$ cat src/rtl/lmt_ram.sv
`timescale 1ns / 1ps
`default_nettype none
module lmt_ram #(
   parameter int WIDTH = 32,
   parameter int DEPTH = 64
) (
   input  wire logic                     clock,
   input  wire logic                     wr_en,
   input  wire logic [$clog2(DEPTH)-1:0] wr_addr,
   input  wire logic [WIDTH-1:0]         wr_data,
   input  wire logic [$clog2(DEPTH)-1:0] rd_addr,
   output logic      [WIDTH-1:0]         rd_data
);

   logic [WIDTH-1:0] mem [DEPTH];

   always_ff @(posedge clock) begin
      if (wr_en) begin
         mem[wr_addr] <= wr_data;
      end
      rd_data <= mem[rd_addr];
   end

endmodule
`default_nettype wire

$ cat config.mk
export PLATFORM = sky130hd
export DESIGN_NAME = lmt_ram
export DESIGN_NICKNAME = d
export VERILOG_FILES = /design/src/rtl/lmt_ram.sv
export SDC_FILE = /design/constraint.sdc
export NUM_CORES = 2
export LEC_CHECK = 0
export BUFFER_PORTS_ARGS = -buffer_cell sky130_fd_sc_hd__buf_2
export CORE_UTILIZATION = 55
export CTS_CLUSTER_DIAMETER = 40
export DETAILED_ROUTE_END_ITERATION = 8
export GPL_ROUTABILITY_DRIVEN = 0
export PLACE_DENSITY = 0.68
export SLEW_MARGIN = 20
export SYNTH_ARGS = -nofsm -noshare
export SYNTH_HDL_FRONTEND = slang
export SYNTH_SLANG_ARGS = --single-unit
$ cat constraint.sdc
create_clock -name clock -period 4.3 [get_ports clock]
set_input_delay 0.86 -clock clock [delete_from_list [all_inputs] [get_ports clock]]
set_output_delay 0.86 -clock clock [all_outputs]
set_load 0.01 [all_outputs]
# ---- Word-level counts from Yosys, hierarchy flattened
# Memory sizes are Yosys's and may differ from the RTL's. A register that Yosys moved wholly into a read port is not among the register bits.
# Cells that the tools add are included.
dict set report classes {
  mux 2
}
# op count
set op_table {}
lappend op_table {{1-bit two-way mux} 2}
dict set report word_totals {
  register_bits 0
  ramBits 2048
  inputBits 46
  output_inout_bits 32
  wordCells 3
  mem_count 1
}
# memory words word_bits read_ports rd_clocked_by_memory_dff write_ports line_no
set mem_list {}
lappend mem_list {mem 64 32 1 1 1 15} ;# logic [WIDTH-1:0] mem [DEPTH];

# ---- Longest topological paths before layout
dict set report depth {
  word_depth 2
  ltp_mapped 10
  mapped_depth_nobuf 5
}

# ---- Worst setup path before layout
# Ideal clock, no wire load.
dict set report synth_path {
  path_kind {input to register}
  startpoint {in wr_addr[3]}
  endpoint {mem mem[48][0] (enable)}
  setup_ns 0.461
  t_arrival_ns 3.559
  t_required_ns 3.839
  setup_slack_ns 0.280
  cell_stages 4
  path_cell_list {clkbuf_1 nor2b_1 nand4b_1 nor3_1}
}
# element line_no
set synth_lines {}
lappend synth_lines {{start: declaration} 9} ;# input wire logic [$clog2(DEPTH)-1:0] wr_addr,
lappend synth_lines {{end: declaration} 15}
# No word-level cell before the write port.

==> run_results.csv <==
group,metric,value,unit
status,outcome,"finished clean",
route,drc,0,
clock_network,cts_made_buffers,223,
run,cap_viol_max_count,0,
pwr,irDropWorstVdd,0.000417,V
global_routing,antenna_found_initial,21,
critical_path,arrival,4.12,ns
critical_path,max_stage_delay,0.97,ns
global_routing,grt_first_pass_wirelength,286,mm
floorplanning,die_width,380,um
min_path,worstHoldPathType,"primary input to flip-flop",
layout,final_common_cell,"edfxtp_1",
critical_path,critPathTopFamily,"buffers and inverters",
yosys,synth_fp_nets,3370,
global_routing,overflow,0,
clock_network,ctsRootBufferMaster,"clkbuf_16",
floorplanning,dieArea,0.144,sq mm
timing,min_period,3.42,ns
route,wire_per_inst,35.4,um
pwr,power.leakage,28.5,nW
timing,fin_worst_skew,0.0256,ns
place,placed_cell_area,0.0827,sq mm
route,drt_iter0_drc,5436,
place,io_buffer_count,77,
pwr,pwr_density_cell,490,mW/mm^2
clock_network,clock_path_buffers,3,
pwr,total_power,44.3,mW
critical_path,critPathRequiredTime,4.99,ns
yosys,synth-seq-area-share,79.1,%
layout,most-common-layout-cells,"2,048 x edfxtp_1, 544 x mux4_2, 228 x clkbuf_16",
critical_path,crit_type,"primary input to flip-flop",
critical_path,cp-start-kind,"primary input",
route,ant_nets,0,
critical_path,crit_chain,"buf_8, buf_12, buf_4, mux4_2, mux2i_1, nor2_1, o32ai_1, buf_4, nor3_1",
clock_network,cts_num_sinks,2080,
critical_path,cp_num_buf_inv,4,
timing,finalSetupViolCount,0,
floorplanning,ios,78,
clock_network,clk-insertion-delay-late,0.84,ns
route,drtPass1Iterations,6,
layout,area_growth,15.1,%
layout,drive_above_1_share,32.4,%
global_routing,grt_start_max_net_pins,70,
floorplanning,core,0.142,sq mm
floorplanning,die_h,380,um
place,hpwl,115,mm
global_routing,grtUsageTotal,28.5,%
critical_path,end_kind,"flip-flop",
timing,finalCritPeriodShare,79.6,%
route,routed_wirelength,204,mm
layout,final_nets,3699,
timing,finalHoldViolCount,0,
floorplanning,start_util,55.5,%
route,viasPerCell,6.64,
timing,hold_ws,0.278,ns
layout,final_util,63.8,%
critical_path,worst-path-max-fanout,44,
clock_network,clk_pin_slew,0.06,ns
yosys,synthCells,3324,
yosys,syn_area,0.0785,sq mm
critical_path,critPathSlowestCell,"o32ai_1",
global_routing,grt_pass1_vias,38500,
timing,fin_setup_tns,0,ns
timing,rsz0062_at_grt,"false",
yosys,yosysUniqueCellTypes,34,
floorplanning,rows,138,
route,vias,38100,
timing,fmax,292,MHz
yosys,syn_area_per_cell,23.6,sq um
critical_path,r2r_setup_slack,1.80,ns
clock_network,cts_resized,0,
critical_path,cp_common_cell,"buf_4",
yosys,ys_seq_elements,2080,
clock_network,cts_tree,"built",
layout,fin_area,0.0904,sq mm
timing,slew_headroom,21.0,%
clock_network,postCtsHoldBufs,0,
clock_network,cts_max_level,4,
clock_network,postCtsSetupBuffers,0,
timing,slew_viol_final,0,
timing,tightest_slew,1.18,ns
yosys,yosysWarnings,0,
-- kinds of logic (layout without fill, tap and decap cells) --
| kind of cell | after synthesis | after routing | synth area share [%] |
|---|---|---|---|
| AOI/OAI and AO/OA | 202 | 202 | 1.67 |
| buffers and inverters | 182 | 703 | 1.13 |
| DFF | 2080 | 2080 | 79.1 |
| muxes | 637 | 637 | 16.8 |
| other | 0 | 7 | 0 |
| and+or+nand+nor | 223 | 223 | 1.27 |
-- layout make-up --
type / count / area [sq um]
clock inverter: 152 / 1690
antenna: 7 / 17.5
fill: 9177 / 51200
tap: 1890 / 2360
clock buffer: 265 / 5910
sequential: 2080 / 62100
timing repair buffer: 286 / 2260
multi-input combinational: 1062 / 16000
-- cell usage after synthesis --
cell type,number,area [sq um]
edfxtp_1,2048,61500
mux4_2,544,12300
nor2_1,137,514
mux2i_1,93,931
o22ai_1,84,526
clkbuf_1,74,278
a21oi_1,62,310
buf_2,57,285
dfxtp_1,32,641
o221ai_1,27,236
nand2_1,26,97.6
buf_4,25,188
buf_1,21,78.8
nor2b_1,15,93.8
a22oi_1,12,90.1
a311oi_1,8,70.1
nand2b_1,8,50.1
nor3_1,7,35.0
buf_6,5,56.3
nand3_1,5,25.0
nand3b_1,5,37.5
a41o_1,4,40.0
and3_1,4,25.0
o32ai_1,4,35.0
or3_1,3,18.8
or3b_2,3,26.3
and2_1,2,12.5
nand4_1,2,12.5
or3b_1,2,17.5
a31oi_1,1,6.26
nand4b_1,1,8.76
or2_0,1,6.26
or2_1,1,6.26
or2_2,1,6.26
-- stage by stage --
stage | setup slack [ns] | cells
after floorplan | 0.280 | 3324
after global placement | 0.214 | 5318
after detailed placement | 0.165 | 5318
after CTS | 1.05 | 5735
after global routing | 0.939 | 5735
final | 0.876 | 5742
-- registers in the layout (all words and copies together) (netlist names) --
signal,cells
rd_data,32
mem,2048
-- per-layer routing --
| metal | wire length, um | global-route usage, % | up-vias |
|---|---|---|---|
| met5 | 117 | 0 | - |
| met4 | 7000 | 9.87 | 18 |
| met3 | 22800 | 6.43 | 371 |
| met2 | 99300 | 45.7 | 2368 |
| met1 | 74200 | 39.2 | 20400 |
| li1 | - | - | 15000 |
-- path summary, 6_finish.rpt --
path                     from          end  depth (start not counted)
setup / recovery   rd_addr[0]   rd_data[8]                          9
hold / removal    wr_data[10]  mem[37][10]                          1
setup reg to reg   mem[54][0]   rd_data[0]                          4
hold reg to reg    mem[29][4]   rd_data[4]                          4
-- power breakdown --
| part | internal (mW) | total, mW | switching, mW | leakage, nW |
|---|---|---|---|---|
| registers | 22.5 | 22.5 | 0.0976 | 18.7 |
| clock network | 11.6 | 19.5 | 7.97 | 3.67 |
| logic | 0.797 | 2.19 | 1.39 | 6.13 |
-- worst register-to-register path, stage by stage, from the launching register on --
cell and delay (ns):
edfxtp_1 0.37, mux4_2 0.50, mux4_2 0.52, o22ai_1 0.65
nor2_1 0.27
Power figures use the tool's default switching activity.
